<file path="config.mk">
export PLATFORM = sky130hd
export DESIGN_NAME = gaussian_bilinear_tap_weights
export DESIGN_NICKNAME = d
export VERILOG_FILES = /design/src/hw/rtl/gbtw_pkg.sv /design/src/hw/rtl/gbtw_div.sv /design/src/hw/rtl/gbtw_dp.sv /design/src/hw/rtl/gbtw_ctrl.sv /design/src/hw/rtl/gaussian_bilinear_tap_weights.sv
export VERILOG_INCLUDE_DIRS = /design/src /design/src/hw/rtl
export SDC_FILE = /design/constraint.sdc
export NUM_CORES = 2
export LEC_CHECK = 0
export BUFFER_PORTS_ARGS = -buffer_cell sky130_fd_sc_hd__clkbuf_2
export CORE_AREA = 10 10 432 434
export DETAILED_ROUTE_END_ITERATION = 7
export DIE_AREA = 0 0 442 444
export GPL_ROUTABILITY_DRIVEN = 0
export SETUP_SLACK_MARGIN = 0.4
export SLEW_MARGIN = 20
export SYNTH_ARGS = -nofsm -noshare
export SYNTH_HDL_FRONTEND = slang
export SYNTH_SLANG_ARGS = --single-unit
</file>
<file path="constraint.sdc">
create_clock -name clk -period 12.9 [get_ports clk]
set_clock_uncertainty 0.05 [all_clocks]
set_input_delay 2.58 -clock clk [delete_from_list [all_inputs] [get_ports clk]]
set_output_delay 2.58 -clock clk [all_outputs]
set_load 0.01 [all_outputs]
</file>
<file path="src/hw/rtl/gaussian_bilinear_tap_weights_macros.svh">
// assertion macros shared by the tap weight generator
`ifndef GAUSSIAN_BILINEAR_TAP_WEIGHTS_MACROS_SVH
`define GAUSSIAN_BILINEAR_TAP_WEIGHTS_MACROS_SVH

// same-cycle implication, checked outside reset
`define GBTW_ASSERT_IMPL(label, clk, rst_n, ante, cons) \
	label: assert property (@(posedge clk) disable iff (!rst_n) (ante) |-> (cons)) \
		else $error("same-cycle check failed");

// next-cycle implication, checked outside reset
`define GBTW_ASSERT_NEXT(label, clk, rst_n, ante, cons) \
	label: assert property (@(posedge clk) disable iff (!rst_n) (ante) |=> (cons)) \
		else $error("next-cycle check failed");

`endif

</file>
<file path="src/hw/rtl/gbtw_pkg.sv">
// shared types and constants of the tap weight generator
package gbtw_pkg;

	// fixed point one in Q1.30
	localparam logic [30:0] FX_ONE = 31'h4000_0000;
	localparam int SER_TERMS = 16;
	localparam int EXP_INT_LIMIT = 40;

	// serial divider sizes
	localparam int DIV_W = 56;
	localparam int DVS_W = 33;
	localparam int NB_W = 6;

	// dividend bit counts per division kind
	localparam logic [NB_W-1:0] NB_ARG = 6'd55;
	localparam logic [NB_W-1:0] NB_SER = 6'd31;
	localparam logic [NB_W-1:0] NB_OFF = 6'd44;
	localparam logic [NB_W-1:0] NB_NRM = 6'd45;

	// division kinds
	localparam logic [1:0] DIV_ARG = 2'd0;
	localparam logic [1:0] DIV_SER = 2'd1;
	localparam logic [1:0] DIV_OFF = 2'd2;
	localparam logic [1:0] DIV_NRM = 2'd3;

	localparam int SUMW_W = 36;
	localparam int TAP_W = 3;
	localparam int OUT_W = 16;

	typedef struct packed {
		logic       ld_sigma;
		logic       sumw_clr;
		logic       idx_clr;
		logic       idx_inc;
		logic       half;
		logic       x_one;
		logic       ser_init;
		logic       mul_e1;
		logic       div_start;
		logic [1:0] div_mode;
		logic       r_ser;
		logic       e1_ld;
		logic       arg_ld;
		logic       r_zero;
		logic       pow_wr;
		logic       w_ld;
		logic       sum_ld;
		logic       store;
		logic       tot_ld;
		logic       rd;
		logic       emit;
		logic       emit_bad;
	} cmd_t;

	typedef struct packed {
		logic sigma_zero;
		logic div_done;
		logic arg_big;
		logic n_one;
		logic n_zero;
		logic k_one;
		logic sum_zero;
		logic total_zero;
		logic idx_last;
	} sts_t;

endpackage

</file>
<file path="src/hw/rtl/gbtw_div.sv">
// shared restoring divider, one quotient bit per cycle
module gbtw_div (
	input  logic                        clk,
	input  logic                        arst_n,
	input  logic                        start,
	input  logic [gbtw_pkg::DIV_W-1:0]  dividend,
	input  logic [gbtw_pkg::DVS_W-1:0]  divisor,
	input  logic [gbtw_pkg::NB_W-1:0]   nbits,
	output logic [gbtw_pkg::DIV_W-1:0]  quo,
	output logic                        done
);

	logic [gbtw_pkg::NB_W-1:0]  cnt_q;
	logic [gbtw_pkg::DVS_W-1:0] rem_q;
	logic [gbtw_pkg::DVS_W-1:0] dvs_q;
	logic [gbtw_pkg::DIV_W-1:0] quo_q;
	logic [gbtw_pkg::DVS_W:0]   trial;
	logic [gbtw_pkg::DVS_W:0]   diff;
	logic                       ge;

	// dividend arrives left aligned, its bits leave at the top
	assign trial = {rem_q, quo_q[gbtw_pkg::DIV_W-1]};
	assign diff  = trial - {1'b0, dvs_q};
	assign ge    = trial >= {1'b0, dvs_q};

	always_ff @(posedge clk or negedge arst_n) begin
		if (!arst_n) begin
			cnt_q <= '0;
		end else if (start) begin
			cnt_q <= nbits;
		end else if (cnt_q != '0) begin
			cnt_q <= cnt_q - 1'b1;
		end
	end

	always_ff @(posedge clk) begin
		if (start) begin
			rem_q <= '0;
			dvs_q <= divisor;
			quo_q <= dividend;
		end else if (cnt_q != '0) begin
			rem_q <= ge ? diff[gbtw_pkg::DVS_W-1:0] : trial[gbtw_pkg::DVS_W-1:0];
			quo_q <= {quo_q[gbtw_pkg::DIV_W-2:0], ge};
		end
	end

	assign quo  = quo_q;
	assign done = (cnt_q == '0);

endmodule

</file>
<file path="src/hw/rtl/gbtw_dp.sv">
// datapath: operand registers, multiplier, stores and output registers
module gbtw_dp #(
	parameter int TAP_PAIRS = 8
) (
	input  logic                        clk,
	input  logic                        arst_n,
	input  logic [15:0]                 sigma,
	input  gbtw_pkg::cmd_t              cmd,
	output gbtw_pkg::sts_t              sts,
	output logic [gbtw_pkg::TAP_W-1:0]  tap,
	output logic [gbtw_pkg::OUT_W-1:0]  weight,
	output logic [gbtw_pkg::OUT_W-1:0]  offset,
	output logic                        bad_sigma,
	output logic                        last
);

	localparam int IW = (TAP_PAIRS > 1) ? $clog2(TAP_PAIRS) : 1;
	localparam int QW = IW + 1;

	logic [15:0]                s_q;
	logic [31:0]                s2_q;
	logic [30:0]                x_q;
	logic [30:0]                r_q;
	logic [30:0]                e1_q;
	logic [61:0]                prod_q;
	logic [5:0]                 n_q;
	logic [4:0]                 k_q;
	logic [30:0]                w0_q;
	logic [30:0]                w1_q;
	logic [31:0]                sum_q;
	logic [gbtw_pkg::SUMW_W-1:0] sumw_q;
	logic [31:0]                total_q;
	logic [IW-1:0]              idx_q;
	logic [31:0]                raw_mem [TAP_PAIRS];
	logic [15:0]                off_mem [TAP_PAIRS];
	logic [31:0]                rd_w_q;
	logic [15:0]                rd_off_q;
	logic [gbtw_pkg::TAP_W-1:0] tap_q;
	logic [15:0]                weight_q;
	logic [15:0]                offset_q;
	logic                       bad_q;
	logic                       last_q;

	logic [QW-1:0]              q;
	logic [2*QW-1:0]            q2;
	logic [gbtw_pkg::DIV_W-1:0] dividend;
	logic [gbtw_pkg::DVS_W-1:0] divisor;
	logic [gbtw_pkg::NB_W-1:0]  nbits;
	logic [gbtw_pkg::DIV_W-1:0] quo;
	logic                       div_done;
	logic [30:0]                mul_a;
	logic [30:0]                ser_r;
	logic [17:0]                off_full;
	logic [15:0]                off_sat;
	logic [15:0]                w_sat;
	logic                       idx_last;

	assign q        = {idx_q, cmd.half};
	assign q2       = q * q;
	assign idx_last = (idx_q == IW'(TAP_PAIRS - 1));
	assign mul_a    = cmd.mul_e1 ? e1_q : x_q;

	// operands left aligned for the divider
	always_comb begin
		case (cmd.div_mode)
			gbtw_pkg::DIV_ARG: begin
				dividend = gbtw_pkg::DIV_W'(q2) << 46;
				divisor  = gbtw_pkg::DVS_W'(s2_q);
				nbits    = gbtw_pkg::NB_ARG;
			end
			gbtw_pkg::DIV_SER: begin
				dividend = gbtw_pkg::DIV_W'(prod_q[60:30]) << 25;
				divisor  = gbtw_pkg::DVS_W'(k_q);
				nbits    = gbtw_pkg::NB_SER;
			end
			gbtw_pkg::DIV_OFF: begin
				dividend = ((gbtw_pkg::DIV_W'(w1_q) << 13) + gbtw_pkg::DIV_W'(sum_q)) << 12;
				divisor  = {sum_q, 1'b0};
				nbits    = gbtw_pkg::NB_OFF;
			end
			default: begin
				dividend = ((gbtw_pkg::DIV_W'(rd_w_q) << 13) + gbtw_pkg::DIV_W'(total_q)) << 11;
				divisor  = {total_q, 1'b0};
				nbits    = gbtw_pkg::NB_NRM;
			end
		endcase
	end

	gbtw_div u_div (
		.clk      (clk),
		.arst_n   (arst_n),
		.start    (cmd.div_start),
		.dividend (dividend),
		.divisor  (divisor),
		.nbits    (nbits),
		.quo      (quo),
		.done     (div_done)
	);

	// one series step: r = 1 - t, floored at zero
	assign ser_r = (|quo[gbtw_pkg::DIV_W-1:30]) ? 31'd0 : gbtw_pkg::FX_ONE - quo[30:0];

	assign off_full = (18'({idx_q, 1'b0}) << 12) + (sts.sum_zero ? 18'd0 : 18'(quo[12:0]));
	assign off_sat  = (off_full > 18'h0FFFF) ? 16'hFFFF : off_full[15:0];
	assign w_sat    = (|quo[gbtw_pkg::DIV_W-1:16]) ? 16'hFFFF : quo[15:0];

	always_ff @(posedge clk or negedge arst_n) begin
		if (!arst_n) begin
			idx_q   <= '0;
			n_q     <= '0;
			k_q     <= '0;
			total_q <= '0;
		end else begin
			if (cmd.idx_clr) begin
				idx_q <= '0;
			end else if (cmd.idx_inc) begin
				idx_q <= idx_q + 1'b1;
			end
			if (cmd.arg_ld) begin
				n_q <= quo[35:30];
			end else if (cmd.pow_wr) begin
				n_q <= n_q - 1'b1;
			end
			if (cmd.ser_init) begin
				k_q <= 5'(gbtw_pkg::SER_TERMS);
			end else if (cmd.r_ser) begin
				k_q <= k_q - 1'b1;
			end
			if (cmd.tot_ld) begin
				total_q <= sumw_q[34:3];
			end
		end
	end

	always_ff @(posedge clk) begin
		s2_q   <= s_q * s_q;
		prod_q <= mul_a * r_q;
		if (cmd.ld_sigma) begin
			s_q <= sigma;
		end
		if (cmd.x_one) begin
			x_q <= gbtw_pkg::FX_ONE;
		end else if (cmd.arg_ld) begin
			x_q <= {1'b0, quo[29:0]};
		end
		if (cmd.ser_init) begin
			r_q <= gbtw_pkg::FX_ONE;
		end else if (cmd.r_ser) begin
			r_q <= ser_r;
		end else if (cmd.r_zero) begin
			r_q <= '0;
		end else if (cmd.pow_wr) begin
			r_q <= prod_q[60:30];
		end
		if (cmd.e1_ld) begin
			e1_q <= r_q;
		end
		if (cmd.w_ld) begin
			if (!cmd.half) begin
				w0_q <= (idx_q == '0) ? (r_q >> 1) : r_q;
			end else begin
				w1_q <= r_q;
			end
		end
		if (cmd.sum_ld) begin
			sum_q <= 32'(w0_q) + 32'(w1_q);
		end
		if (cmd.sumw_clr) begin
			sumw_q <= '0;
		end else if (cmd.store) begin
			sumw_q <= sumw_q + gbtw_pkg::SUMW_W'(sum_q);
		end
		if (cmd.store) begin
			raw_mem[idx_q] <= sum_q;
			off_mem[idx_q] <= off_sat;
		end
		if (cmd.rd) begin
			rd_w_q   <= raw_mem[idx_q];
			rd_off_q <= off_mem[idx_q];
		end
		if (cmd.emit || cmd.emit_bad) begin
			tap_q    <= gbtw_pkg::TAP_W'(idx_q);
			last_q   <= idx_last;
			bad_q    <= cmd.emit_bad;
			weight_q <= (cmd.emit_bad || sts.total_zero) ? 16'd0 : w_sat;
			offset_q <= cmd.emit_bad ? 16'd0 : rd_off_q;
		end
	end

	always_comb begin
		sts.sigma_zero = (s_q == '0);
		sts.div_done   = div_done;
		sts.arg_big    = (quo[gbtw_pkg::DIV_W-1:30] >= 26'(gbtw_pkg::EXP_INT_LIMIT));
		sts.n_one      = (n_q == 6'd1);
		sts.n_zero     = (n_q == '0);
		sts.k_one      = (k_q == 5'd1);
		sts.sum_zero   = (sum_q == '0);
		sts.total_zero = (total_q == '0);
		sts.idx_last   = idx_last;
	end

	assign tap       = tap_q;
	assign weight    = weight_q;
	assign offset    = offset_q;
	assign bad_sigma = bad_q;
	assign last      = last_q;

endmodule

</file>
<file path="src/hw/rtl/gbtw_ctrl.sv">
// controller state machine sequencing the datapath
`include "gaussian_bilinear_tap_weights_macros.svh"

module gbtw_ctrl (
	input  logic            clk,
	input  logic            arst_n,
	input  logic            start,
	input  gbtw_pkg::sts_t  sts,
	output gbtw_pkg::cmd_t  cmd,
	output logic            busy,
	output logic            strobe
);

	localparam logic [4:0] S_IDLE      = 5'd0;
	localparam logic [4:0] S_CHECK     = 5'd1;
	localparam logic [4:0] S_SER_MUL   = 5'd2;
	localparam logic [4:0] S_SER_DIVST = 5'd3;
	localparam logic [4:0] S_SER_DIVW  = 5'd4;
	localparam logic [4:0] S_SER_END   = 5'd5;
	localparam logic [4:0] S_G_DIVST   = 5'd6;
	localparam logic [4:0] S_G_DIVW    = 5'd7;
	localparam logic [4:0] S_POW_MUL   = 5'd8;
	localparam logic [4:0] S_POW_WR    = 5'd9;
	localparam logic [4:0] S_G_DONE    = 5'd10;
	localparam logic [4:0] S_SUM       = 5'd11;
	localparam logic [4:0] S_OFF_CHK   = 5'd12;
	localparam logic [4:0] S_OFF_DIVST = 5'd13;
	localparam logic [4:0] S_OFF_DIVW  = 5'd14;
	localparam logic [4:0] S_STORE     = 5'd15;
	localparam logic [4:0] S_TOT       = 5'd16;
	localparam logic [4:0] S_O_RD      = 5'd17;
	localparam logic [4:0] S_O_CHK     = 5'd18;
	localparam logic [4:0] S_O_DIVST   = 5'd19;
	localparam logic [4:0] S_O_DIVW    = 5'd20;
	localparam logic [4:0] S_O_EMIT    = 5'd21;
	localparam logic [4:0] S_BAD       = 5'd22;

	logic [4:0] state_q, state_d;
	logic       ret_e1_q, ret_e1_d;
	logic       half_q, half_d;
	logic       strobe_q, strobe_d;
	logic       emit_any;

	always_comb begin
		cmd      = '0;
		state_d  = state_q;
		ret_e1_d = ret_e1_q;
		half_d   = half_q;
		strobe_d = 1'b0;
		cmd.half = half_q;
		case (state_q)
			S_IDLE: begin
				if (start) begin
					cmd.ld_sigma = 1'b1;
					cmd.sumw_clr = 1'b1;
					cmd.idx_clr  = 1'b1;
					state_d      = S_CHECK;
				end
			end
			S_CHECK: begin
				if (sts.sigma_zero) begin
					state_d = S_BAD;
				end else begin
					cmd.x_one    = 1'b1;
					cmd.ser_init = 1'b1;
					ret_e1_d     = 1'b1;
					half_d       = 1'b0;
					state_d      = S_SER_MUL;
				end
			end
			S_SER_MUL: begin
				state_d = S_SER_DIVST;
			end
			S_SER_DIVST: begin
				cmd.div_start = 1'b1;
				cmd.div_mode  = gbtw_pkg::DIV_SER;
				state_d       = S_SER_DIVW;
			end
			S_SER_DIVW: begin
				cmd.div_mode = gbtw_pkg::DIV_SER;
				if (sts.div_done) begin
					cmd.r_ser = 1'b1;
					state_d   = sts.k_one ? S_SER_END : S_SER_MUL;
				end
			end
			S_SER_END: begin
				if (ret_e1_q) begin
					cmd.e1_ld = 1'b1;
					ret_e1_d  = 1'b0;
					state_d   = S_G_DIVST;
				end else begin
					state_d = sts.n_zero ? S_G_DONE : S_POW_MUL;
				end
			end
			S_G_DIVST: begin
				cmd.div_start = 1'b1;
				cmd.div_mode  = gbtw_pkg::DIV_ARG;
				state_d       = S_G_DIVW;
			end
			S_G_DIVW: begin
				cmd.div_mode = gbtw_pkg::DIV_ARG;
				if (sts.div_done) begin
					cmd.arg_ld = 1'b1;
					if (sts.arg_big) begin
						cmd.r_zero = 1'b1;
						state_d    = S_G_DONE;
					end else begin
						cmd.ser_init = 1'b1;
						state_d      = S_SER_MUL;
					end
				end
			end
			S_POW_MUL: begin
				cmd.mul_e1 = 1'b1;
				state_d    = S_POW_WR;
			end
			S_POW_WR: begin
				cmd.pow_wr = 1'b1;
				state_d    = sts.n_one ? S_G_DONE : S_POW_MUL;
			end
			S_G_DONE: begin
				cmd.w_ld = 1'b1;
				if (!half_q) begin
					half_d  = 1'b1;
					state_d = S_G_DIVST;
				end else begin
					state_d = S_SUM;
				end
			end
			S_SUM: begin
				cmd.sum_ld = 1'b1;
				state_d    = S_OFF_CHK;
			end
			S_OFF_CHK: begin
				state_d = sts.sum_zero ? S_STORE : S_OFF_DIVST;
			end
			S_OFF_DIVST: begin
				cmd.div_start = 1'b1;
				cmd.div_mode  = gbtw_pkg::DIV_OFF;
				state_d       = S_OFF_DIVW;
			end
			S_OFF_DIVW: begin
				cmd.div_mode = gbtw_pkg::DIV_OFF;
				if (sts.div_done) begin
					state_d = S_STORE;
				end
			end
			S_STORE: begin
				cmd.store = 1'b1;
				half_d    = 1'b0;
				if (sts.idx_last) begin
					state_d = S_TOT;
				end else begin
					cmd.idx_inc = 1'b1;
					state_d     = S_G_DIVST;
				end
			end
			S_TOT: begin
				cmd.tot_ld  = 1'b1;
				cmd.idx_clr = 1'b1;
				state_d     = S_O_RD;
			end
			S_O_RD: begin
				cmd.rd  = 1'b1;
				state_d = S_O_CHK;
			end
			S_O_CHK: begin
				state_d = sts.total_zero ? S_O_EMIT : S_O_DIVST;
			end
			S_O_DIVST: begin
				cmd.div_start = 1'b1;
				cmd.div_mode  = gbtw_pkg::DIV_NRM;
				state_d       = S_O_DIVW;
			end
			S_O_DIVW: begin
				cmd.div_mode = gbtw_pkg::DIV_NRM;
				if (sts.div_done) begin
					state_d = S_O_EMIT;
				end
			end
			S_O_EMIT: begin
				cmd.emit = 1'b1;
				strobe_d = 1'b1;
				if (sts.idx_last) begin
					state_d = S_IDLE;
				end else begin
					cmd.idx_inc = 1'b1;
					state_d     = S_O_RD;
				end
			end
			S_BAD: begin
				cmd.emit_bad = 1'b1;
				strobe_d     = 1'b1;
				if (sts.idx_last) begin
					state_d = S_IDLE;
				end else begin
					cmd.idx_inc = 1'b1;
				end
			end
			default: begin
				state_d = S_IDLE;
			end
		endcase
	end

	always_ff @(posedge clk or negedge arst_n) begin
		if (!arst_n) begin
			state_q  <= S_IDLE;
			ret_e1_q <= 1'b0;
			half_q   <= 1'b0;
			strobe_q <= 1'b0;
		end else begin
			state_q  <= state_d;
			ret_e1_q <= ret_e1_d;
			half_q   <= half_d;
			strobe_q <= strobe_d;
		end
	end

	assign busy     = (state_q != S_IDLE);
	assign strobe   = strobe_q;
	assign emit_any = (state_q == S_O_EMIT) || (state_q == S_BAD);

	`GBTW_ASSERT_NEXT(a_emit_strobe, clk, arst_n, emit_any, strobe_q)
	`GBTW_ASSERT_IMPL(a_strobe_src, clk, arst_n, strobe_q, $past(emit_any))
	`GBTW_ASSERT_IMPL(a_div_free, clk, arst_n, cmd.div_start, sts.div_done)
	`GBTW_ASSERT_NEXT(a_last_idle, clk, arst_n, emit_any && sts.idx_last, state_q == S_IDLE)

endmodule

</file>
<file path="src/hw/rtl/gaussian_bilinear_tap_weights.sv">
// top level of the gaussian bilinear tap weight generator
//
//  channel  | handshake        | payload
//  ---------+------------------+-------------------------------------------
//  input    | start, busy      | sigma (unsigned q8.8)
//  result   | strobe           | tap, weight, offset, bad_sigma, last
//
// one item gives TAP_PAIRS results, one per tap pair, in tap order
// time per item is set by the shared serial divider (one quotient bit a
// cycle); for the default 8 tap pairs it runs 17 exponentials of
// 16 series terms each (an argument of 40 or more skips its series), plus
// argument, offset and normalize divisions; results leave one by one
// zero sigma: results come out back to back
// reset clears the controller and weight total; stores hold garbage until written
// strobe marks each result for one cycle, the receiver cannot stall
module gaussian_bilinear_tap_weights #(
	parameter int TAP_PAIRS = 8
) (
	input  logic                        clk,
	input  logic                        arst_n,
	input  logic                        start,
	output logic                        busy,
	input  logic [15:0]                 sigma,
	output logic                        strobe,
	output logic [gbtw_pkg::TAP_W-1:0]  tap,
	output logic [gbtw_pkg::OUT_W-1:0]  weight,
	output logic [gbtw_pkg::OUT_W-1:0]  offset,
	output logic                        bad_sigma,
	output logic                        last
);

	// command and status between sequencer and datapath
	gbtw_pkg::cmd_t cmd;
	gbtw_pkg::sts_t sts;

	// datapath: multiplier, shared divider, weight/offset stores, result regs
	gbtw_dp #(
		.TAP_PAIRS (TAP_PAIRS)
	) u_dp (
		.clk       (clk),
		.arst_n    (arst_n),
		.sigma     (sigma),
		.cmd       (cmd),
		.sts       (sts),
		.tap       (tap),
		.weight    (weight),
		.offset    (offset),
		.bad_sigma (bad_sigma),
		.last      (last)
	);

	// sequencer: exp series, power loop, per-tap stores, then output sweep
	gbtw_ctrl u_ctrl (
		.clk    (clk),
		.arst_n (arst_n),
		.start  (start),
		.sts    (sts),
		.cmd    (cmd),
		.busy   (busy),
		.strobe (strobe)
	);

endmodule

</file>
---- Yosys cells after proc, flatten, opt, wreduce, memory -nomap -nowiden ----
Memory sizes are Yosys's and may differ from the RTL's. A register that Yosys moved wholly into a read port is not among the register bits.
Index checks and enable logic that the tools add are counted.
word-level totals
  register bits ........................... 551
  latch bits .............................. 0
  RAM bits ................................ 384
  bits in read-only memories .............. 0
  input bits .............................. 19
  output and inout bits ................... 39
  memories ................................ 2
memory list
  memory        words  bits a word  read ports  clocked after memory_dff  write ports  line           RTL
  u_dp.raw_mem  8      32           1           1                         1            gbtw_dp.sv:34  logic [31:0] raw_mem [TAP_PAIRS];
  u_dp.off_mem  8      16           1           1                         1            gbtw_dp.sv:35  logic [15:0] off_mem [TAP_PAIRS];
cells by class
  add/subtract/negate cells ............... 11
  $mul .................................... 3
  divide/modulo/power cells ............... 0
  $lt $le $gt $ge ......................... 3
  eq/ne operators ......................... 34
  shift-type cells ........................ 0
  muxes and demuxes ....................... 76
  bitwise gates (word level) .............. 1
  reductions and logical operators ........ 32
operators with widths
  operator                                                                              number
  56-bit case mux with 3 select lines                                                   1
  31-bit two-way mux                                                                    5
  5-bit case mux with 23 select lines                                                   1
  56-bit two-way mux                                                                    2
  33-bit case mux with 3 select lines                                                   1
  32-bit logical NOT                                                                    2
  31-bit by 31-bit multiplier with 61-bit output                                        1
  5-bit two-way mux                                                                     12
  45-bit by 32-bit adder with 45-bit output                                             1
  44-bit by 32-bit adder with 44-bit output                                             1
  5-bit by 4-bit equality test with 1-bit output, second input constant                 8
  40-bit OR reduction                                                                   1
  36-bit by 32-bit adder with 36-bit output                                             1
  5-bit equality test, second input constant                                            7
  34-bit by 33-bit greater-or-equal comparator with 1-bit output                        1
  33-bit two-way mux                                                                    1
  33-bit subtractor                                                                     1
  31-bit by 31-bit adder with 32-bit output                                             1
  16-bit by 16-bit multiplier with 32-bit output                                        1
  16-bit two-way mux                                                                    2
  31-bit subtractor, first input constant                                               1
  30-bit two-way mux                                                                    1
  26-bit by 6-bit greater-or-equal comparator with 1-bit output, second input constant  1
  26-bit OR reduction                                                                   1
  40 further kinds                                                                      105

---- Longest topological paths before layout ----
  depth in word-level cells ............... 6
  mapped depth ............................ 36

---- Cells and area by module ----
A second synthesis with hierarchy kept.
unflattened totals
  cell total of the unflattened synthesis .. 7656
  area total of the unflattened synthesis .. 81984.9 um2
modules (own cells, without submodules)
  module     times used  cells each  area each (um2)  sequential area each (um2)
  gbtw_dp    1           6834        73793.3          22651.7
  gbtw_div   1           685         7200.7           3483.3
  gbtw_ctrl  1           137         991.0            200.2

---- Worst setup path after synthesis ----
OpenSTA, ideal clock, no wires.
  path kind ............................... register to register
  from .................................... register u_ctrl.state_q[2]
  to ...................................... register u_dp.prod_q[57]
  data arrival time ....................... 8372 ps
  required time ........................... 12778 ps
  path slack .............................. 4406 ps
  cell stages (with the launch flop) ...... 35
  period minus slack after synthesis ...... 8494 ps
  cells stage by stage .................... dfrtp_1 clkbuf_1 nor3b_2 nand2_1 buf_1 mux2_2 clkbuf_1 and2_1 fa_1 fa_1 fa_1 inv_1 fa_1 inv_1 fa_1 inv_1 fa_1 inv_1 fa_1 inv_1 fa_1 inv_1 ha_1 nand2_1 nor4_1 a21oi_1 nand4_1 o21ai_1 o21ai_1 a31o_2 nand3_1 a22oi_2 a2111oi_2 o41ai_1 xnor2_1
on the way
  cells in the longest elaborated chain, start to end .. 4
ends and longest elaborated chain
  item                                            line              RTL
  from (decl)                                     gbtw_ctrl.sv:38   logic [4:0] state_q, state_d;
  from (signal assigned)                          gbtw_ctrl.sv:213  state_q <= state_d;
  5-bit by 4-bit equality test with 1-bit output  gbtw_ctrl.sv:51   case (state_q)
  1-bit two-way mux                               gbtw_ctrl.sv:51
  31-bit two-way mux                              gbtw_dp.sv:61     assign mul_a = cmd.mul_e1 ? e1_q : x_q;
  31-bit by 31-bit multiplier with 61-bit output  gbtw_dp.sv:137    prod_q <= mul_a * r_q;
  to (signal assigned)                            gbtw_dp.sv:137
  to (decl)                                       gbtw_dp.sv:25     logic [61:0] prod_q;
No other way between the ends.
A chain may end at the register's enable or synchronous reset.

---- Worst setup path in the final report ----
  from .................................... register u_ctrl.state_q[0]
  to ...................................... register u_dp.prod_q[55]
The elaborated chain is that of the path after synthesis.

==> impl_metrics.json <==
{
  "mappedNetlistNets": 9066,
  "mappedNetlistArea_sq_um": 79390,
  "antenna_violating_nets_post_route": 0,
  "postSynth.asyncResetShare_pct": 6.309,
  "fp.dieW_um": 442,
  "floorplan.die.height_um": 444,
  "period_minus_slack_ns": 10.94,
  "core_sq_um": 177800,
  "p_switching_mw": 10.08,
  "status": "complete, no violations",
  "grtUsageTotal_pct": 23.72,
  "numPortBuffers": 57,
  "finalSetupTns_ns": 0,
  "insertion_delay_ns": 0.73,
  "power.combinational.fraction_pct": 63.0,
  "critical_path.n_buffers_inverters": 3,
  "power_report.internal_total_mw": 11.17,
  "rsz0062_at_grt": "no",
  "tritoncts": "done",
  "synth_cells": 7550,
  "power_switching_share_pct": 47.43,
  "syn_to_final_growth_pct": 7.905,
  "class_of_the_tightest_hold_or_removal_check": "flip-flop to flip-flop",
  "layout-drive-gt1-share_pct": 6.688,
  "cts.hold.buffers_added": 0,
  "number_of_enable_type_register_cells_in_the_synthesized_netlist": 699,
  "grt_overflow": 0,
  "postSynth.topFlopCell": "sky130_fd_sc_hd__edfxtp_1",
  "synth-seq-cells": 951,
  "p_per_area_nw_per_um2": 248.1,
  "number_of_drc_violations_after_detailed_routing_iteration_0": 4877,
  "nFillCells": 16150,
  "postLayoutCoreUtil_pct": 48.17,
  "r2r_setup_slack_ns": 1.96,
  "required_time_of_the_critical_path_ns": 13.46,
  "via_count": 55630,
  "detail_route.wl_per_cell_um": 23.76,
  "cts_inserted_buffers": 99,
  "hold_viol_final": 0,
  "total_length_of_routed_wires_um": 235100,
  "pre_repair_dr_iteration_count": 7,
  "clock-root-buffer": "sky130_fd_sc_hd__clkbuf_16",
  "initial_core_util_pct": 44.64,
  "syn_avg_cell_area_sq_um": 10.52,
  "htree_num_levels": 3,
  "worst_setup_path_end_kind": "flip-flop",
  "timing.fmax_mhz": 91.43,
  "yosysSeqAreaShare_pct": 33.17,
  "finalCritPeriodShare_pct": 84.78,
  "die_area_sq_um": 196200,
  "finish.net_count": 8965,
  "crit_path_start_kind": "flip-flop",
  "drc": 0,
  "netlist-cell-type-count": 87,
  "num_io_pins": 58,
  "grt_start_max_net_pins": 66,
  "grt_pass1_wl_um": 358900,
  "leakagePower_nw": 37.50,
  "cp_common_cell": "sky130_fd_sc_hd__fa_1",
  "cts_resized": 0,
  "timing_worst_slew_pin_value_ns": 1.127,
  "hpwlAfterDp_um": 165100,
  "max_cap_violations": 0,
  "vias_in_the_first_global_route": 57790,
  "grt_antenna_before_repair": 4,
  "crit_fanout": 31,
  "vdd_drop_max_uv": 363.3,
  "final-max-slew-violation-count": 0,
  "cpMaxStageDelayCell": "sky130_fd_sc_hd__dfrtp_1",
  "clock_pin_transition_on_the_worst_setup_and_hold_timing_paths_ns": 0.06,
  "setup_violations": 0,
  "routed_via_density": 5.624,
  "pwr-share-clk_pct": 14.0,
  "critPathArrivalTime_ns": 11.50,
  "critPathTopFamily": "adder cells",
  "num_rows": 155,
  "crit_path_max_incr_delay_ns": 0.86,
  "part_of_the_total_power_dissipated_in_sequential_elements_pct": 23.0,
  "postCtsSetupRepairBufs": 0,
  "clockBufferDepth": 3,
  "cts_num_sinks": 951,
  "criticalPathCategory": "flip-flop to flip-flop",
  "ys.warnings.count": 0,
  "max-slew-margin-rel_pct": 24.65
}
-- metal layers --
| metal | up-vias | routed length (um) | GRT usage, % | part of all wire (%) |
|---|---|---|---|---|
| met4 | 0 | 10250 | 9.156 | 4.4 |
| met2 | 2128 | 110000 | 39.19 | 47 |
| met3 | 462 | 18130 | 3.734 | 7.7 |
| met5 | - | 0 | 0 | 0 |
| met1 | 28400 | 96730 | 31.40 | 41 |
| li1 | 24640 | - | - | - |
-- worst reg2reg max path: cells and delay by family (launching register included) --
family,cells,cell delay (ns)
AND/OR/NAND/NOR,4,1.29
flip-flops,1,0.86
XOR/XNOR,1,0.14
AO/OA/AOI/OAI,9,2.87
adder cells (fa/ha/maj),9,4.41
multiplexers,1,0.71
buffers and inverters,3,0.52
-- area by class of cell --
cell class	count	area [sq um]	share of cell area (%)
Sequential cell	951	26340	30.74
Timing Repair Buffer	177	1229	1.434
Clock buffer	119	2614	3.051
Antenna cell	1	2.502	0.002921
Tap cell	2355	2947	3.440
Inverter	1154	4334	5.059
Clock inverter	69	739.5	0.8632
Multi-Input combinational cell	5066	47460	55.41
-- state kept, by name, summed over array words and instances (netlist names), 31 cells and up --
name,cells
u_dp.total_q,32
u_dp.u_div.quo,56
u_dp.sumw_q,35
u_dp.x_q,31
u_dp.w1_q,31
u_dp.off_mem,128
u_dp.u_div.dvs_q,33
u_dp.u_div.rem_q,33
u_dp.r_q,31
u_dp.sum_q,32
u_dp.rd_w_q,32
u_dp.raw_mem,256
u_dp.e1_q,31
u_dp.prod_q,31
u_dp.s2_q,31
u_dp.w0_q,31
-- power groups by stage --
stage / Combinational (mW) / Clock [mW] / Sequential [mW]
floorplan: 9.66 / 0 / 4.51
global placement: 13.1 / 0 / 4.91
detailed placement: 13.3 / 0 / 4.92
CTS: 13.4 / 3.01 / 4.86
global route: 15.1 / 3.13 / 4.93
finish: 13.4 / 2.97 / 4.89
-- layout by cell type, fill, tap and decap left out, types with 60 or more instances in the layout --
| cell type | count |
|---|---|
| sky130_fd_sc_hd__inv_1 | 1150 |
| sky130_fd_sc_hd__fa_1 | 1005 |
| sky130_fd_sc_hd__nand2_1 | 828 |
| sky130_fd_sc_hd__edfxtp_1 | 699 |
| sky130_fd_sc_hd__and2_1 | 594 |
| sky130_fd_sc_hd__ha_1 | 492 |
| sky130_fd_sc_hd__a21oi_1 | 294 |
| sky130_fd_sc_hd__o21ai_0 | 221 |
| sky130_fd_sc_hd__nor2_1 | 217 |
| sky130_fd_sc_hd__dfxtp_1 | 191 |
| sky130_fd_sc_hd__a22oi_1 | 151 |
| sky130_fd_sc_hd__xnor2_1 | 150 |
| sky130_fd_sc_hd__buf_4 | 119 |
| sky130_fd_sc_hd__mux2_2 | 103 |
| sky130_fd_sc_hd__clkbuf_16 | 100 |
| sky130_fd_sc_hd__nand3_1 | 94 |
| sky130_fd_sc_hd__a21o_1 | 91 |
| sky130_fd_sc_hd__xor2_1 | 72 |
| sky130_fd_sc_hd__dfrtp_1 | 60 |
-- final timing paths --
kind                                   start              end  depth (start not counted)
max                        u_ctrl.state_q[0]  u_dp.prod_q[55]                         27
min reg2reg                      u_dp.x_q[7]      u_dp.x_q[7]                          2
max reg2reg                u_ctrl.state_q[0]  u_dp.prod_q[55]                         27
min                              u_dp.x_q[7]      u_dp.x_q[7]                          2
max in group asynchronous             arst_n      u_dp.n_q[3]                          1
min in group asynchronous             arst_n      u_dp.k_q[0]                          1
-- cells by family (layout without fill, tap and decap cells) --
group	count (synthesis)	after routing	synth area share [%]
buffers and inverters	1533	1519	7.267
AO/OA/AOI/OAI	1113	1113	9.119
XOR/XNOR	222	222	2.449
AND/OR/NAND/NOR	2110	2110	13.17
other	0	1	0
multiplexers	124	124	1.726
flip-flops	951	951	33.17
adder cells (fa/ha/maj)	1497	1497	33.10
-- cell usage after synthesis, drive strengths merged (72+ instances only) --
library cell  instances  area (sq um)
a21o                 91         683.2
a21oi               298          1491
a22oi               152          1146
and2                601          3760
clkbuf              345          1296
dfxtp               192          3844
edfxtp              699         20990
fa                 1005         20120
ha                  492          6156
inv                1152          4324
mux2                103          1160
nand2               830          3118
nand3                95         475.5
nor2                230         863.3
o21ai               226          1131
xnor2               150          1314
xor2                 72         630.6
-- per-stage QoR --
stage	hold WS (ns)	setup slack, ns	instances	total power, mW	area [sq um]
floorplan	0.3194	4.406	7550	14.17	79390
global placement	0.3789	2.246	9701	18.02	82250
finish	0.4057	1.963	9892	21.26	85660
global route	0.4171	1.516	9891	23.16	85660
CTS	0.4050	2.022	9890	21.27	85630
detailed placement	0.3930	2.061	9702	18.20	82280
Power figures use the tool's default switching activity.
